### src/assert_macros.svh
// Assertion helpers shared by the RTL files.
`ifndef ASSERT_MACROS_SVH
`define ASSERT_MACROS_SVH

`ifndef SYNTH
// Checked on clk_i, quiet while rst_ni is low.
`define BSD_ASSERT(lbl, prop) \
  lbl: assert property (@(posedge clk_i) disable iff (!rst_ni) prop) \
    else $error("bsd3 assertion failed");
// Same with an explicit clock and active-low reset.
`define BSD_ASSERT_CR(lbl, clk, rstn, prop) \
  lbl: assert property (@(posedge clk) disable iff (!rstn) prop) \
    else $error("bsd3 assertion failed");
`else
`define BSD_ASSERT(lbl, prop)
`define BSD_ASSERT_CR(lbl, clk, rstn, prop)
`endif

`endif

### src/bsd3_pkg.sv
package bsd3_pkg;

  // Data and geometry
  localparam int SAMPLE_W = 16;
  localparam int MAX_SIZE = 64;
  localparam int ADDR_W   = $clog2(MAX_SIZE);
  localparam int SIZE_W   = 7;
  localparam int THR_W    = 16;
  localparam int MIN_SIZE = 3;

  // Column weight t + 4m + b needs SAMPLE_W + 3 bits; full sum SAMPLE_W + 6
  localparam int COLW_W = SAMPLE_W + 3;
  localparam int SUM_W  = SAMPLE_W + 6;

  // Divide by 36: drop two bits, then multiply by ceil(2^23 / 9) and shift
  localparam int QIN_W      = SUM_W - 2;
  localparam int DIV9_SHIFT = 23;
  localparam int DIV9_MUL_W = 20;
  localparam logic [DIV9_MUL_W-1:0] DIV9_MUL = 20'd932068;
  localparam int PROD_W = QIN_W + DIV9_MUL_W;

  // Configuration register map
  localparam int CFG_IDX_W  = 1;
  localparam int CFG_DATA_W = 16;

  typedef enum logic [CFG_IDX_W-1:0] {
    REG_GRID_SIZE = 1'b0,
    REG_THRESHOLD = 1'b1
  } cfg_reg_e;

  // One window column, top row first
  typedef struct packed {
    logic [SAMPLE_W-1:0] top;
    logic [SAMPLE_W-1:0] mid;
    logic [SAMPLE_W-1:0] bot;
  } col_t;

  // Line store word: row two above and row directly above
  typedef struct packed {
    logic [SAMPLE_W-1:0] older;
    logic [SAMPLE_W-1:0] prev;
  } line_word_t;

  // Kernel column 1,4,1; the center column is this times four
  function automatic logic [COLW_W-1:0] col_weight(input col_t c);
    logic [COLW_W-1:0] t;
    logic [COLW_W-1:0] m;
    logic [COLW_W-1:0] b;
    t = COLW_W'(c.top);
    m = COLW_W'(c.mid);
    b = COLW_W'(c.bot);
    return t + (m << 2) + b;
  endfunction

endpackage

### src/bsd3_line_buf.sv
module bsd3_line_buf (
  input  logic                   clk_i,
  input  logic                   rst_ni,
  input  logic                   rd_en_i,
  input  logic [bsd3_pkg::ADDR_W-1:0] rd_addr_i,
  input  logic                   wr_en_i,
  input  logic [bsd3_pkg::ADDR_W-1:0] wr_addr_i,
  input  bsd3_pkg::line_word_t   wr_data_i,
  output bsd3_pkg::line_word_t   rd_data_o
);
  import bsd3_pkg::*;

  line_word_t mem [MAX_SIZE];
  line_word_t rd_q;
  line_word_t fwd_data_q;
  logic       fwd_q;

  // Storage: one write port
  always_ff @(posedge clk_i) begin
    if (wr_en_i) begin
      mem[wr_addr_i] <= wr_data_i;
    end
  end

  // Registered read port
  always_ff @(posedge clk_i) begin
    if (rd_en_i) begin
      rd_q       <= mem[rd_addr_i];
      fwd_data_q <= wr_data_i;
    end
  end

  // Bypass when the word is written in the same cycle it is read
  always_ff @(posedge clk_i or negedge rst_ni) begin
    if (!rst_ni) begin
      fwd_q <= 1'b0;
    end else if (rd_en_i) begin
      fwd_q <= wr_en_i && (wr_addr_i == rd_addr_i);
    end
  end

  assign rd_data_o = fwd_q ? fwd_data_q : rd_q;

endmodule

### src/bsd3_col_cell.sv
module bsd3_col_cell (
  input  logic                        clk_i,
  input  logic                        rst_ni,
  input  logic                        shift_i,
  input  bsd3_pkg::col_t              col_i,
  output bsd3_pkg::col_t              col_o,
  output logic [bsd3_pkg::COLW_W-1:0] wsum_o
);
  import bsd3_pkg::*;

  col_t col_q;

  // Take the neighbor's column on each word that passes
  always_ff @(posedge clk_i or negedge rst_ni) begin
    if (!rst_ni) begin
      col_q <= '0;
    end else if (shift_i) begin
      col_q <= col_i;
    end
  end

  assign col_o  = col_q;
  assign wsum_o = col_weight(col_q);

endmodule

### src/binomial_smooth_decimate_3x3_core.sv
// Pipeline: the word that completes a window (sample at row i+1, column j+1) passes
// through stage 1, stage 2 (weighted sum), stage 3 (multiply) and the output register.
// Throughput: one sample per cycle while the output is not stalled; line store read,
// window shift and the divide-by-36 multiplier are each one pipeline stage.
// Reset: asynchronous active low; clears position counters, window columns and
// valid bits, grid_size to 64, threshold to 0. Line stores are not cleared.
`include "assert_macros.svh"

module binomial_smooth_decimate_3x3_core (
  input  logic                            clk_i,
  input  logic                            rst_ni,
  // configuration write channel
  input  logic                            cfg_valid_i,
  output logic                            cfg_ready_o,
  input  logic [bsd3_pkg::CFG_IDX_W-1:0]  cfg_index_i,
  input  logic [bsd3_pkg::CFG_DATA_W-1:0] cfg_data_i,
  // sample stream
  input  logic                            s_axis_tvalid,
  output logic                            s_axis_tready,
  input  logic [bsd3_pkg::SAMPLE_W-1:0]   s_axis_tdata,  // [15:0] sample
  input  logic                            s_axis_tuser,  // [0] frame_start
  // result stream
  output logic                            m_axis_tvalid,
  input  logic                            m_axis_tready,
  output logic [bsd3_pkg::SAMPLE_W-1:0]   m_axis_tdata,  // [15:0] smoothed
  output logic                            m_axis_tlast,  // last_in_row
  output logic [1:0]                      m_axis_tuser   // [0] above_threshold,
                                                         // [1] last_of_frame
);
  import bsd3_pkg::*;

  // Configuration registers
  logic [SIZE_W-1:0] grid_q;
  logic [THR_W-1:0]  thr_q;

  assign cfg_ready_o = 1'b1;

  always_ff @(posedge clk_i or negedge rst_ni) begin
    if (!rst_ni) begin
      grid_q <= SIZE_W'(MAX_SIZE);
      thr_q  <= '0;
    end else if (cfg_valid_i) begin
      unique case (cfg_reg_e'(cfg_index_i))
        REG_GRID_SIZE: grid_q <= cfg_data_i[SIZE_W-1:0];
        REG_THRESHOLD: thr_q  <= cfg_data_i[THR_W-1:0];
        default: ;
      endcase
    end
  end

  // Clamped grid size
  logic [SIZE_W-1:0] size;
  always_comb begin
    if (grid_q < SIZE_W'(MIN_SIZE)) begin
      size = SIZE_W'(MIN_SIZE);
    end else if (grid_q > SIZE_W'(MAX_SIZE)) begin
      size = SIZE_W'(MAX_SIZE);
    end else begin
      size = grid_q;
    end
  end

  // Pipeline advances whenever the output register is free or drained
  logic out_v_q;
  logic adv;
  logic acc;
  assign adv           = !out_v_q || m_axis_tready;
  assign s_axis_tready = adv;
  assign acc           = s_axis_tvalid && adv;

  // Stage 0: position of the incoming word and window decision
  logic [ADDR_W-1:0] r_q, c_q, r0, c0, r_d, c_d;
  logic [SIZE_W-1:0] r7, c7;
  logic              emit0, lrow0, lfrm0;

  always_comb begin
    r0 = s_axis_tuser ? '0 : r_q;
    c0 = s_axis_tuser ? '0 : c_q;
    r7 = SIZE_W'(r0);
    c7 = SIZE_W'(c0);
    emit0 = (r0 >= ADDR_W'(2)) && (c0 >= ADDR_W'(2)) &&
            (r7 + SIZE_W'(1) <= size) && (c7 + SIZE_W'(1) <= size) && !r0[0] && !c0[0];
    lrow0 = ({1'b0, c7} + (SIZE_W+1)'(3)) > {1'b0, size};
    lfrm0 = lrow0 && (({1'b0, r7} + (SIZE_W+1)'(3)) > {1'b0, size});
    // wrap column, then row
    if (c7 + SIZE_W'(1) >= size) begin
      c_d = '0;
      r_d = (r7 + SIZE_W'(1) >= size) ? '0 : r0 + ADDR_W'(1);
    end else begin
      c_d = c0 + ADDR_W'(1);
      r_d = r0;
    end
  end

  always_ff @(posedge clk_i or negedge rst_ni) begin
    if (!rst_ni) begin
      r_q <= '0;
      c_q <= '0;
    end else if (acc) begin
      r_q <= r_d;
      c_q <= c_d;
    end
  end

  // Stage 1 registers
  logic                v1_q, emit1_q, lrow1_q, lfrm1_q;
  logic [SAMPLE_W-1:0] s1_q;
  logic [ADDR_W-1:0]   c1_q;

  always_ff @(posedge clk_i or negedge rst_ni) begin
    if (!rst_ni) begin
      v1_q <= 1'b0;
    end else if (adv) begin
      v1_q <= acc;
    end
  end

  always_ff @(posedge clk_i) begin
    if (acc) begin
      s1_q    <= s_axis_tdata;
      c1_q    <= c0;
      emit1_q <= emit0;
      lrow1_q <= lrow0;
      lfrm1_q <= lfrm0;
    end
  end

  // Line stores: read at acceptance, rewritten as the word leaves stage 1
  line_word_t rd_word, wr_word;
  logic       shift1;
  assign shift1        = v1_q && adv;
  assign wr_word.older = rd_word.prev;
  assign wr_word.prev  = s1_q;

  bsd3_line_buf u_line_buf (
    .clk_i     (clk_i),
    .rst_ni    (rst_ni),
    .rd_en_i   (acc),
    .rd_addr_i (c0),
    .wr_en_i   (shift1),
    .wr_addr_i (c1_q),
    .wr_data_i (wr_word),
    .rd_data_o (rd_word)
  );

  // Window: current column feeds a chain of two column cells (c-1, then c-2)
  col_t              cur_col;
  col_t              cell_col [3];
  logic [COLW_W-1:0] cell_w   [2];
  logic [COLW_W-1:0] cur_w;

  assign cur_col.top = rd_word.older;
  assign cur_col.mid = rd_word.prev;
  assign cur_col.bot = s1_q;
  assign cell_col[0] = cur_col;
  assign cur_w       = col_weight(cur_col);

  for (genvar k = 0; k < 2; k++) begin : g_cell
    bsd3_col_cell u_cell (
      .clk_i   (clk_i),
      .rst_ni  (rst_ni),
      .shift_i (shift1),
      .col_i   (cell_col[k]),
      .col_o   (cell_col[k+1]),
      .wsum_o  (cell_w[k])
    );
  end

  logic [SUM_W-1:0] sum_d;
  assign sum_d = SUM_W'(cell_w[1]) + (SUM_W'(cell_w[0]) << 2) + SUM_W'(cur_w);

  // Stage 2: weighted sum
  logic             v2_q, lrow2_q, lfrm2_q;
  logic [SUM_W-1:0] sum2_q;

  always_ff @(posedge clk_i or negedge rst_ni) begin
    if (!rst_ni) begin
      v2_q <= 1'b0;
    end else if (adv) begin
      v2_q <= v1_q && emit1_q;
    end
  end

  always_ff @(posedge clk_i) begin
    if (adv) begin
      sum2_q  <= sum_d;
      lrow2_q <= lrow1_q;
      lfrm2_q <= lfrm1_q;
    end
  end

  // Stage 3: sum/4 times reciprocal of 9
  logic              v3_q, lrow3_q, lfrm3_q;
  logic [PROD_W-1:0] prod3_q;
  logic [QIN_W-1:0]  qin;
  assign qin = sum2_q[SUM_W-1:2];

  always_ff @(posedge clk_i or negedge rst_ni) begin
    if (!rst_ni) begin
      v3_q <= 1'b0;
    end else if (adv) begin
      v3_q <= v2_q;
    end
  end

  always_ff @(posedge clk_i) begin
    if (adv) begin
      prod3_q <= PROD_W'(qin) * PROD_W'(DIV9_MUL);
      lrow3_q <= lrow2_q;
      lfrm3_q <= lfrm2_q;
    end
  end

  // Output register: quotient and threshold flag
  logic [SAMPLE_W-1:0] quot;
  logic [SAMPLE_W-1:0] data_q;
  logic                above_q, tlast_q, lfrm_q;
  assign quot = prod3_q[DIV9_SHIFT +: SAMPLE_W];

  always_ff @(posedge clk_i or negedge rst_ni) begin
    if (!rst_ni) begin
      out_v_q <= 1'b0;
    end else if (adv) begin
      out_v_q <= v3_q;
    end
  end

  always_ff @(posedge clk_i) begin
    if (adv) begin
      data_q  <= quot;
      above_q <= quot > thr_q;
      tlast_q <= lrow3_q;
      lfrm_q  <= lfrm3_q;
    end
  end

  assign m_axis_tvalid   = out_v_q;
  assign m_axis_tdata    = data_q;
  assign m_axis_tlast    = tlast_q;
  assign m_axis_tuser[0] = above_q;
  assign m_axis_tuser[1] = lfrm_q;

  // Checks
  `BSD_ASSERT(a_frame_end_ends_row, m_axis_tvalid && m_axis_tuser[1] |-> m_axis_tlast)
  `BSD_ASSERT(a_flag_matches_level, m_axis_tvalid && m_axis_tuser[0] |-> m_axis_tdata > thr_q)
  `BSD_ASSERT(a_result_from_stage3, $rose(out_v_q) |-> $past(v3_q))
  `BSD_ASSERT(a_pos_in_grid, c_q < ADDR_W'(MAX_SIZE - 1) || c_q == ADDR_W'(MAX_SIZE - 1))

endmodule

### config.mk
export PLATFORM = sky130hd
export DESIGN_NAME = binomial_smooth_decimate_3x3_core
export DESIGN_NICKNAME = d
export VERILOG_FILES = /design/src/bsd3_pkg.sv /design/src/bsd3_line_buf.sv /design/src/bsd3_col_cell.sv /design/src/binomial_smooth_decimate_3x3_core.sv
export VERILOG_INCLUDE_DIRS = /design/src /design/src/src
export SDC_FILE = /design/constraint.sdc
export NUM_CORES = 2
export LEC_CHECK = 0
export BUFFER_PORTS_ARGS = -buffer_cell sky130_fd_sc_hd__buf_2
export CORE_AREA = 5 5 321 637
export DETAILED_ROUTE_END_ITERATION = 7
export DIE_AREA = 0 0 326 642
export HOLD_SLACK_MARGIN = 0.1
export PLACE_DENSITY = 0.79
export SYNTH_ARGS = -nofsm -noshare
export SYNTH_HDL_FRONTEND = slang
export SYNTH_HIERARCHICAL = 1
export SYNTH_SLANG_ARGS = --single-unit
### constraint.sdc
create_clock -name clk_i -period 5.2 [get_ports clk_i]
set_input_delay 0.26 -clock clk_i [delete_from_list [all_inputs] [get_ports clk_i]]
set_output_delay 0.26 -clock clk_i [all_outputs]
set_load 0.01 [all_outputs]
==> impl_metrics.tcl <==
set metrics [dict create \
    status "finished with violations" \
    violations "setup timing" \
    cp_cell_sequence "buf_6 -> fa_2 -> ha_4 -> fa_1 -> fa_1 -> fa_1 -> inv_2 -> fa_1 -> inv_2 -> ha_4 -> and4_4 -> buf_6 -> a221oi_2 -> o21ai_2 -> buf_4 -> a21oi_4 -> o221ai_2 -> a21o_1 -> a21oi_2 -> xnor2_1" \
    multi_input_area_mm2 0.0287 \
    ys_types 80 \
    max_freq_mhz 181 \
    area_growth_syn_to_layout_pct 13.2 \
    min_period_ps 5540 \
    grt_pass1_vias 54900 \
    final_nets 5820 \
    arrival_ps 6140 \
    antenna_found_initial 13 \
    crit_slowest_cell "fa_2" \
    slew_headroom_pct 18.4 \
    finalCritPeriodShare_pct 106 \
    yosys_register_bits 2332 \
    crit_path_end_kind "flop" \
    syn_area_mm2 0.0987 \
    synth_nets 5404 \
    netlist_instances 4946 \
    root_buffer "clkbuf_16" \
    synth.largest_area_cell "edfxtp_1" \
    fin_cells 8084 \
    grt_pass1_wl_um 389000 \
    fillCellCount 14100 \
    hp-class "in -> reg" \
    rsz0062_at_grt "true" \
    synth_most_common_cell "edfxtp_1" \
    setup_viol 11 \
    yosys-top-cells-count "edfxtp_1 (2196), mux4_2 (540), ha_1 (254)" \
    drc 0 \
    drt_iter0_markers 6032 \
    cts_tree "built" \
    cts_buffer_depth 4 \
    wl_per_cell_um 33.9 \
    critical_path_class "reg -> reg" \
    start_util_pct 49.6 \
    setup_ws_ps -336 \
    worst_pin_slew_ps 1210 \
    seqCellArea_mm2 0.0693 \
    ys_seq_area_share_pct 70.3 \
    fin_util_pct 56.1 \
    postRouteAntennaNets 0 \
    synth_edf_count 2196 \
    vias_per_cell 6.43 \
    fin_skew_ps 37.4 \
    synth.yosys.warnings 6 \
    grt_max_degree 87 \
    hold_violations 0 \
    ys.flop_type "edfxtp_1" \
    critPathMaxFanout 3 \
    grt_use_total_pct 25.9 \
    worstSetupStartpointType "flop" \
    yosysTopAreaCellShare_pct 66.8 \
    placed_area_mm2 0.104 \
    dp.cells 7678 \
    cts.sinks 2332 \
    crit_required_ps 5800 \
    holdWs_ps 144 \
    port_buffers 59 \
    slew_violations 0 \
    io_pins 61 \
    dpl.hpwl_um 173000 \
    max-cap-violations 0 \
    final_cell_area_mm2 0.112 \
    wl_um 274000 \
    gr-total-overflow 0 \
    cpPeakStageDelay_ps 600 \
    crit_family "adder cells" \
    yosys-top-cells-area "edfxtp_1 (67%), mux4_2 (12%), dfrtp_1 (3.4%), fa_1 (3.3%), ha_1 (3.2%)" \
    vias 51900 \
    clock_latency_ps 850 \
    std_cell_rows 232 \
    syn_area_per_cell_um2 20.0 \
    dr.pass1.iters 6 \
    dieArea_mm2 0.209 \
    drive_above_1_share_pct 29.1 \
    synthArstFlopShare_pct 5.83 \
    crit_top_cell "fa_1" \
    gp_congestion 0.978 \
    numCtsBuffers 185 \
    die_h_um 642 \
    clk_pin_slew_ps 70 \
    path_buf_inv 5 \
    coreArea_mm2 0.199 \
    die_w_um 326 \
    htree_num_levels 4 \
]
## flip-flops by register name, summed over array words and instances, names as in the netlist, 6 cells and up
signal and count:
prod3_q 16, g_cell.u_cell/col_o 96, s1_q 16, c1_q 6, u_line_buf/fwd_data_q 32, u_line_buf/mem 2048, thr_q 16, sum2_q 20
m_axis_tdata 16, r_q 6, u_line_buf/rd_q 32, grid_q 7, c_q 6
## worst min-delay path, cell delays in order
cell	delay [ps]
buf_2	80
nand2b_4	120
nand2_1	150
buf_4	240
o21ai_0	80
## repair_timing
item | in CTS | in global routing
hold endpoints to repair | 123 | 0
hold buffers | 41 | 0
setup buffers | 22 | 13
pin swaps | 72 | 89
endpoints found under the setup margin | 20 | 21
gates resized for setup | 76 | 41
## placed cells by master, fill, tap and decap left out, drive strengths merged, types with 7 or more instances in the layout
master / synthesis / layout
a21oi: 101 / 101
mux2: 170 / 170
mux2i: 82 / 82
xor2: 34 / 34
a211oi: 18 / 18
o221ai: 20 / 20
nor2: 129 / 129
bufinv: 0 / 22
nand3b: 8 / 8
dfrtp: 135 / 135
nand2: 89 / 89
fa: 165 / 165
buf: 120 / 408
o22ai: 42 / 42
inv: 208 / 219
o211ai: 29 / 29
clkinvlp: 0 / 8
clkbuf: 99 / 216
dlygate4sd3: 0 / 40
a22oi: 50 / 50
nand4: 17 / 17
nand2b: 29 / 29
a21o: 29 / 29
a22o: 16 / 16
xnor2: 54 / 54
edfxtp: 2196 / 2196
mux4: 540 / 540
and2: 9 / 9
a221oi: 19 / 19
nand3: 44 / 44
and3: 8 / 8
ha: 254 / 254
nor3: 28 / 28
nor2b: 42 / 42
o21ai: 68 / 68
a31oi: 7 / 7
clkinv: 0 / 73
o21a: 21 / 21
## final timing paths
check	from	to	slack (ps)	cells after the start
max	sum2_q[11]$_DFFE_PN_	prod3_q[33]$_DFFE_PN_	-340	20
min reg2reg	lrow3_q$_DFFE_PN_	m_axis_tlast$_DFFE_PN_	420	0
max reg2reg	sum2_q[11]$_DFFE_PN_	prod3_q[33]$_DFFE_PN_	-340	20
max in group asynchronous	rst_ni	g_cell[0].u_cell/col_o[8]$_DFFE_PN0P_	3520	4
min in group asynchronous	rst_ni	g_cell[0].u_cell/col_o[15]$_DFFE_PN0P_	500	3
min	m_axis_tready	v1_q$_DFFE_PN0N_	140	5
## layout make-up
type,instances,share of cell area [%]
sequential,2332,62.1
timing repair buffer,448,3.29
multi-input combinational,2187,25.7
antenna,5,0.0112
clock inverter,114,1.04
clock buffer,216,4.35
tap,2574,2.88
inverter,208,0.713
## kinds of logic (layout without fill, tap and decap cells)
kind of cell | count (synthesis) | in the layout | share of synthesized area (%)
xor gates and xnor gates | 88 | 88 | 0.781
buffers and inverters | 427 | 986 | 1.95
AOI/OAI and AO/OA | 466 | 466 | 3.29
muxes | 792 | 792 | 15.1
adders and majority gates | 419 | 419 | 6.57
other | 1 | 6 | 0.00380
and+or+nand+nor | 421 | 421 | 2.05
DFF | 2332 | 2332 | 70.3
## stage by stage
stage / setup slack (ps) / setup TNS, ps
5_1_grt: -534 / -5110
3_3_place_gp: -439 / -3490
4_1_cts: -322 / -1940
2_1_floorplan: 4.28 / 0
6_report: -336 / -2250
3_5_place_dp: -461 / -4190
## routing by layer
layer  vias up  track usage, %  wire length [um]
li1      20700               -                 -
met1     26800            26.4             78000
met2      3373            46.6            145000
met3      1013            3.78             20900
met4        10            21.9             30200
met5         -               0                78
Power is not shown: default switching activity piles up to over one toggle a cycle in this logic, so the estimate is an artifact.
